`src/rtl/stt_pkg.sv`:
```
// ----------------------------------------------------------------------------
// stt_pkg
// Shared codes for the software timer table: command actions, timer modes
// and result status values.
// ----------------------------------------------------------------------------
package stt_pkg;

  localparam int unsigned TABLE_DEPTH_DEF = 8;

  localparam logic [1:0] ACT_START = 2'd0;
  localparam logic [1:0] ACT_STOP  = 2'd1;
  localparam logic [1:0] ACT_TICK  = 2'd2;
  localparam logic [1:0] ACT_CLEAR = 2'd3;

  localparam logic [1:0] MODE_SINGLE   = 2'd0;
  localparam logic [1:0] MODE_PERIODIC = 2'd1;

  localparam logic [2:0] ST_OK       = 3'd0;
  localparam logic [2:0] ST_FULL     = 3'd1;
  localparam logic [2:0] ST_NOTFOUND = 3'd2;
  localparam logic [2:0] ST_BADMODE  = 3'd3;
  localparam logic [2:0] ST_ZEROPER  = 3'd4;

endpackage

```
`src/rtl/software_timer_table_top.sv`:
```
// ----------------------------------------------------------------------------
// software_timer_table_top
// Table of software timers with start, stop, tick and clear commands.
// ----------------------------------------------------------------------------
// A command is taken when start is high and busy is low. Start and clear
// finish in the cycle they are taken: busy stays low and the single result
// shows on the next cycle, so these commands can be issued back to back.
// Stop and tick walk the timer table through one read port and one shared
// counter/compare unit, reading each entry and then examining it, with busy
// high meanwhile. A single-shot expiry pulls the last entry into the freed
// slot and examines it in the next cycle. Results appear one per cycle at
// most, each for exactly one cycle with out_valid high; there is no back
// pressure, so the receiver must take every transfer as it comes. A tick
// on which no counter reaches its period gives no transfer at all;
// otherwise out_last marks the final transfer of the command.
// ----------------------------------------------------------------------------
module software_timer_table_top #(
  parameter int unsigned TABLE_DEPTH = stt_pkg::TABLE_DEPTH_DEF
) (
  input  logic       clk,
  input  logic       rst_n,
  input  logic       start,
  output logic       busy,
  input  logic [1:0] in_action,
  input  logic [7:0] in_task_id,
  input  logic [7:0] in_period,
  input  logic [1:0] in_mode,
  output logic       out_valid,
  output logic [2:0] out_status,
  output logic       out_fired,
  output logic [7:0] out_fired_id,
  output logic [3:0] out_active_count,
  output logic       out_last
);

  localparam int unsigned CNT_W = $clog2(TABLE_DEPTH + 1);
  localparam int unsigned IDX_W = (TABLE_DEPTH > 1) ? $clog2(TABLE_DEPTH) : 1;
  localparam logic [CNT_W-1:0] DEPTH_C = CNT_W'(TABLE_DEPTH);
  localparam logic [CNT_W-1:0] ONE_C   = CNT_W'(1);

  typedef struct packed {
    logic [7:0] id;
    logic [7:0] period;
    logic [1:0] mode;
    logic [7:0] counter;
  } entry_t;

  typedef struct packed {
    logic [2:0] status;
    logic       fired;
    logic [7:0] id;
  } res_t;

  typedef enum logic [1:0] {S_IDLE, S_RD, S_EX, S_MV} state_t;

  state_t           state_r, state_nxt;
  logic [1:0]       op_r, op_nxt;
  logic [7:0]       id_r, id_nxt;
  logic [CNT_W-1:0] cnt_r, cnt_nxt;
  logic [CNT_W-1:0] idx_r, idx_nxt;
  logic             pend_v_r, pend_v_nxt;
  res_t             pend_r, pend_nxt;
  logic [CNT_W-1:0] pend_cnt_r, pend_cnt_nxt;
  logic             ov_r, ov_nxt;
  res_t             ores_r, ores_nxt;
  logic [CNT_W-1:0] ocnt_r, ocnt_nxt;
  logic             olast_r, olast_nxt;

  entry_t           mem [TABLE_DEPTH];
  entry_t           mem_q_r;
  logic             mem_we;
  logic [IDX_W-1:0] mem_wa;
  entry_t           mem_wd;
  logic [IDX_W-1:0] mem_ra;

  entry_t           e;
  logic [7:0]       nc;
  logic             hit;
  logic [CNT_W-1:0] cnt_dec;
  logic [CNT_W-1:0] idx_inc;
  logic             new_v;
  res_t             new_res;
  logic [CNT_W-1:0] new_cnt;
  logic [CNT_W+3:0] ocnt_ext;

  assign e       = mem_q_r;
  assign nc      = e.counter + 8'd1;
  assign hit     = (nc == e.period);
  assign cnt_dec = cnt_r - ONE_C;
  assign idx_inc = idx_r + ONE_C;

  always_comb begin
    state_nxt    = state_r;
    op_nxt       = op_r;
    id_nxt       = id_r;
    cnt_nxt      = cnt_r;
    idx_nxt      = idx_r;
    pend_v_nxt   = pend_v_r;
    pend_nxt     = pend_r;
    pend_cnt_nxt = pend_cnt_r;
    ov_nxt       = 1'b0;
    ores_nxt     = ores_r;
    ocnt_nxt     = ocnt_r;
    olast_nxt    = 1'b0;
    mem_we       = 1'b0;
    mem_wa       = idx_r[IDX_W-1:0];
    mem_wd       = e;
    mem_ra       = idx_r[IDX_W-1:0];
    new_v        = 1'b0;
    new_res      = '0;
    new_cnt      = cnt_r;

    unique case (state_r)
      S_IDLE: begin
        if (start) begin
          unique case (in_action)
            stt_pkg::ACT_START: begin
              ov_nxt    = 1'b1;
              olast_nxt = 1'b1;
              ores_nxt  = '{status: stt_pkg::ST_OK, fired: 1'b0, id: 8'd0};
              ocnt_nxt  = cnt_r;
              if (cnt_r >= DEPTH_C) begin
                ores_nxt.status = stt_pkg::ST_FULL;
              end else if (in_period == 8'd0) begin
                ores_nxt.status = stt_pkg::ST_ZEROPER;
              end else begin
                mem_we   = 1'b1;
                mem_wa   = cnt_r[IDX_W-1:0];
                mem_wd   = '{id: in_task_id, period: in_period, mode: in_mode,
                             counter: 8'd0};
                cnt_nxt  = cnt_r + ONE_C;
                ocnt_nxt = cnt_r + ONE_C;
              end
            end
            stt_pkg::ACT_CLEAR: begin
              cnt_nxt   = '0;
              ov_nxt    = 1'b1;
              olast_nxt = 1'b1;
              ores_nxt  = '{status: stt_pkg::ST_OK, fired: 1'b0, id: 8'd0};
              ocnt_nxt  = '0;
            end
            default: begin
              // stop or tick: walk the table
              op_nxt     = in_action;
              id_nxt     = in_task_id;
              idx_nxt    = '0;
              pend_v_nxt = 1'b0;
              state_nxt  = S_RD;
            end
          endcase
        end
      end

      S_RD: begin
        if (idx_r >= cnt_r) begin
          state_nxt = S_IDLE;
          if (op_r == stt_pkg::ACT_STOP) begin
            ov_nxt    = 1'b1;
            olast_nxt = 1'b1;
            ores_nxt  = '{status: stt_pkg::ST_NOTFOUND, fired: 1'b0, id: 8'd0};
            ocnt_nxt  = cnt_r;
          end else if (pend_v_r) begin
            ov_nxt     = 1'b1;
            olast_nxt  = 1'b1;
            ores_nxt   = pend_r;
            ocnt_nxt   = pend_cnt_r;
            pend_v_nxt = 1'b0;
          end
        end else begin
          state_nxt = S_EX;
        end
      end

      S_EX: begin
        if (op_r == stt_pkg::ACT_STOP) begin
          if (e.id == id_r) begin
            cnt_nxt   = cnt_dec;
            ov_nxt    = 1'b1;
            olast_nxt = 1'b1;
            ores_nxt  = '{status: stt_pkg::ST_OK, fired: 1'b0, id: 8'd0};
            ocnt_nxt  = cnt_dec;
            if (idx_r < cnt_dec) begin
              mem_ra    = cnt_dec[IDX_W-1:0];
              state_nxt = S_MV;
            end else begin
              state_nxt = S_IDLE;
            end
          end else begin
            idx_nxt   = idx_inc;
            state_nxt = S_RD;
          end
        end else if (hit && (e.mode == stt_pkg::MODE_SINGLE)) begin
          // drop this slot; the last entry moves in and is examined next
          cnt_nxt = cnt_dec;
          new_v   = 1'b1;
          new_res = '{status: stt_pkg::ST_OK, fired: 1'b1, id: e.id};
          new_cnt = cnt_dec;
          if (idx_r < cnt_dec) begin
            mem_ra    = cnt_dec[IDX_W-1:0];
            state_nxt = S_EX;
          end else begin
            state_nxt = S_RD;
          end
        end else begin
          mem_we         = 1'b1;
          mem_wd.counter = (hit && (e.mode == stt_pkg::MODE_PERIODIC)) ? 8'd0 : nc;
          idx_nxt        = idx_inc;
          state_nxt      = S_RD;
          if (hit) begin
            new_v = 1'b1;
            if (e.mode == stt_pkg::MODE_PERIODIC) begin
              new_res = '{status: stt_pkg::ST_OK, fired: 1'b1, id: e.id};
            end else begin
              new_res = '{status: stt_pkg::ST_BADMODE, fired: 1'b0, id: 8'd0};
            end
          end
        end
      end

      S_MV: begin
        mem_we    = 1'b1;
        state_nxt = S_IDLE;
      end

      default: state_nxt = S_IDLE;
    endcase

    // tick results are held back one step so the final one can carry last
    if (new_v) begin
      if (pend_v_r) begin
        ov_nxt    = 1'b1;
        olast_nxt = 1'b0;
        ores_nxt  = pend_r;
        ocnt_nxt  = pend_cnt_r;
      end
      pend_v_nxt   = 1'b1;
      pend_nxt     = new_res;
      pend_cnt_nxt = new_cnt;
    end
  end

  always_ff @(posedge clk) begin
    if (!rst_n) begin
      state_r  <= S_IDLE;
      cnt_r    <= '0;
      pend_v_r <= 1'b0;
      ov_r     <= 1'b0;
    end else begin
      state_r  <= state_nxt;
      cnt_r    <= cnt_nxt;
      pend_v_r <= pend_v_nxt;
      ov_r     <= ov_nxt;
    end
    op_r       <= op_nxt;
    id_r       <= id_nxt;
    idx_r      <= idx_nxt;
    pend_r     <= pend_nxt;
    pend_cnt_r <= pend_cnt_nxt;
    ores_r     <= ores_nxt;
    ocnt_r     <= ocnt_nxt;
    olast_r    <= olast_nxt;
  end

  always_ff @(posedge clk) begin
    if (mem_we) begin
      mem[mem_wa] <= mem_wd;
    end
    mem_q_r <= mem[mem_ra];
  end

  assign ocnt_ext = {4'b0000, ocnt_r};

  assign busy             = (state_r != S_IDLE);
  assign out_valid        = ov_r;
  assign out_status       = ores_r.status;
  assign out_fired        = ores_r.fired;
  assign out_fired_id     = ores_r.id;
  assign out_active_count = ocnt_ext[3:0];
  assign out_last         = olast_r;

endmodule

```
`config.mk`:
```
export PLATFORM = sky130hd
export DESIGN_NAME = software_timer_table_top
export DESIGN_NICKNAME = d
export VERILOG_FILES = /design/src/rtl/stt_pkg.sv /design/src/rtl/software_timer_table_top.sv
export SDC_FILE = /design/constraint.sdc
export NUM_CORES = 1
export LEC_CHECK = 0
export ABC_AREA = 1
export BUFFER_PORTS_ARGS = -buffer_cell sky130_fd_sc_hd__buf_2
export CORE_UTILIZATION = 45
export CTS_CLUSTER_DIAMETER = 40
export DETAILED_ROUTE_END_ITERATION = 12
export GPL_TIMING_DRIVEN = 1
export PLACE_DENSITY_LB_ADDON = 0.3
export SYNTH_ARGS = -nofsm -noshare
export SYNTH_HDL_FRONTEND = slang
export SYNTH_SLANG_ARGS = --single-unit
```
`constraint.sdc`:
```
create_clock -name clk -period 14.9 [get_ports clk]
set_input_delay 0.745 -clock clk [delete_from_list [all_inputs] [get_ports clk]]
set_output_delay 0.745 -clock clk [all_outputs]
set_load 0.05 [all_outputs]
```
==> impl_metrics.ini <==
[critical_path]
path_cells = inv_1 > ha_1 > xnor2_1 > ha_1 > a21oi_1 > o21ai_1 > o21ai_4 > nand2_1 > o21ai_1 > inv_1 > nand3_2 > buf_4 > nand2_2 > nand2_1 > nand3_1 > nand2_1 > nand2_1 > nand2_1
cp_slowest_cell = nand2_2
path_delay_family = simple AND/OR/NAND/NOR gates
path_buf_inv = 3
worstPathRequired_ns = 15.37
cp_max_fo = 53
cpMostUsedCell = nand2_1
crit_path_end_kind = flop
critPathKind = reg2reg
startpoint_type = flop
crit_arrival_ns = 5.12
critPathMaxStageDelay_ns = 0.64

[floorplan]
fp.dieArea_um2 = 31250
start_util_pct = 46.01
rows = 63
core-area_um2 = 29870
ios = 42
die_h_um = 176.8
die_width_um = 176.8

[route]
wirelength_um = 35420
route.detailed.wl_per_inst_um = 17.74
drtIter0Drc = 987
routed_via_density = 5.332
drc_errors = 0
num_vias = 10640
antenna_left = 0
firstDrtPassIters = 5

[clock_network]
clock-sinks = 287
hold_buffers = 0
clk_pin_slew_worst_paths_ns = 0.06
htree_levels = 2
ctsResizeCount = 0
cts_tree = done
cts_buffers = 41
cts_buffer_depth = 3
clk_latency_ns = 0.54
cts_setup_buffers = 0
root_buffer = clkbuf_16

[sta]
hold_violations = 0
tightest_slew_ns = 1.288
finalMaxSlewViolations = 0
setup-tns-final_ns = 0
clock_skew_ns = 0.02446
finalCritPeriodShare_pct = 31.26
max_freq_mhz = 214.7
setup_violations = 0
rsz0062_at_grt = false
min_period_ns = 4.657
maxSlewHeadroom_pct = 13.83

[power]
clkPwrFrac_pct = 46.6
ir_drop_mv = 0.09300
power_density_nw_per_um2 = 143.0
seqPwrFrac_pct = 41.6
p_switching_mw = 0.5905
p_int_mw = 1.681
combPwrFrac_pct = 11.8
swShare_pct = 25.99
p_leak_nw = 7.161

[final_layout]
final_cell_mix = 342 x nand2_1, 306 x inv_1, 273 x nand3_1, 236 x edfxtp_1, 55 x o21ai_0
antenna_cells = 0
layout-drive-gt1-share_pct = 10.40
multi_input_area_um2 = 4234
nNetsFinal = 1609
fin_area_um2 = 15880
register_area_um2 = 8108
n_fill_cell = 2624
final_common_cell = nand2_1
syn2layout_area_growth_pct = 15.55

[grt]
grt_pass1_wl_um = 55990
grt.total_usage_pct = 23.40
grt_overflow = 0
grt_max_degree = 79
antenna_found_initial = 0
grt_pass1_vias = 10170

[synth]
synth_cell_types = 43
synth_edf_count = 236
postSynthAreaPerCell_um2 = 9.003
ys_ff_latch = 287
synth_area_leaders = edfxtp_1 52%, nand3_1 9.9%, nand2_1 9.3%
synth.cell_area_um2 = 13750
ys_seq_area_share_pct = 58.98
syn-num-nets = 1563
netlist_instances = 1527
ys_warn_count = 0
yosysTopAreaCell = edfxtp_1
yosys_most_used_dff = edfxtp_1
synth_top_area_share_pct = 51.55
synthArstFlopShare_pct = 0

[place]
numPortBuffers = 41
hpwl_um = 20460
placed_area_um2 = 14370
finalWeightedCongestion = 0.8949

[min_path]
hold_class = in2reg

[flow_run]
maxCapViolCount = 0

[status]
outcome = finished, final reports clean
power by group through the flow:
stage               logic (mW)  clock network [mW]  registers (mW)
finish                   0.268                1.06           0.945
global route             0.299                1.10           0.948
CTS                      0.266                1.07           0.945
detailed placement       0.265                   0           0.961
global placement         0.262                   0           0.960
floorplan                0.177                   0           0.964
path summary, 6_finish.rpt:
kind	startpoint	endpoint	slack, ns	cells after the start
worst min register to register	pend_r[3]	out_fired_id[3]	0.49	2
worst max register to register	cnt_r[0]	e[1]	10.24	18
worst max-delay path	cnt_r[0]	e[1]	10.24	18
worst min-delay path	in_task_id[5]	id_r[5]	0.41	1
metrics by stage:
stage          hold slack, ns  std cells  power [mW]  setup WS (ns)  utilization, %
2_1_floorplan          0.4655       1527       1.140          9.779               -
3_3_place_gp           0.4727       1920       1.222          10.28           48.09
3_5_place_dp           0.4816       1920       1.226          10.25           48.09
4_1_cts                0.3939       1996       2.281          10.29           53.17
5_1_grt                0.3901       1996       2.352          9.885           53.17
6_report               0.4074       1996       2.272          10.24           53.17
cells by family after synthesis:
| logic type | Yosys count | share of synthesized area, % |
|---|---|---|
| flops | 287 | 58.98 |
| compound gates | 137 | 5.807 |
| simple gates | 713 | 23.06 |
| xor+xnor | 6 | 0.3823 |
| fa+ha+maj | 13 | 1.183 |
| buf+inv | 371 | 10.59 |
final cells by class:
class                   count  area share (%)
clock buffers              50           6.995
clock inverters            26           2.552
inverters                 311           7.349
multi-input cells         869           26.66
flip-flops and latches    287           51.04
well taps                 390           3.072
repair buffers             63           2.332
registers in the layout, indices dropped and copies added, names as in the netlist:
signal            flops
out_fired             1
out_fired_id          8
out_status            3
out_last              1
out_valid             1
idx_r                 4
e                    26
op_r                  2
id_r                  8
cnt_r                 4
pend_r               10
mem                 208
out_active_count      4
state_r               2
pend_v_r              1
pend_cnt_r            4
cell usage after synthesis (8+ instances only):
master    count
inv_1       306
nand2_1     342
o21ai_0      55
clkbuf_1     18
dfxtp_1      51
ha_1         13
a21oi_1      44
o22ai_1      12
nand4_1      11
edfxtp_1    236
nor2_1       53
nand3_1     273
nor4_1        8
buf_2        35
layer usage:
metal / GRT usage, % / vias to the layer above / share of wire [%]
met5: 0 / - / 0
li1: - / 5095 / -
met4: 8.010 / 0 / 2.5
met1: 31.90 / 5001 / 43
met3: 4.253 / 77 / 8.3
met2: 37.52 / 470 / 46
(Power assumes the default switching activity.)
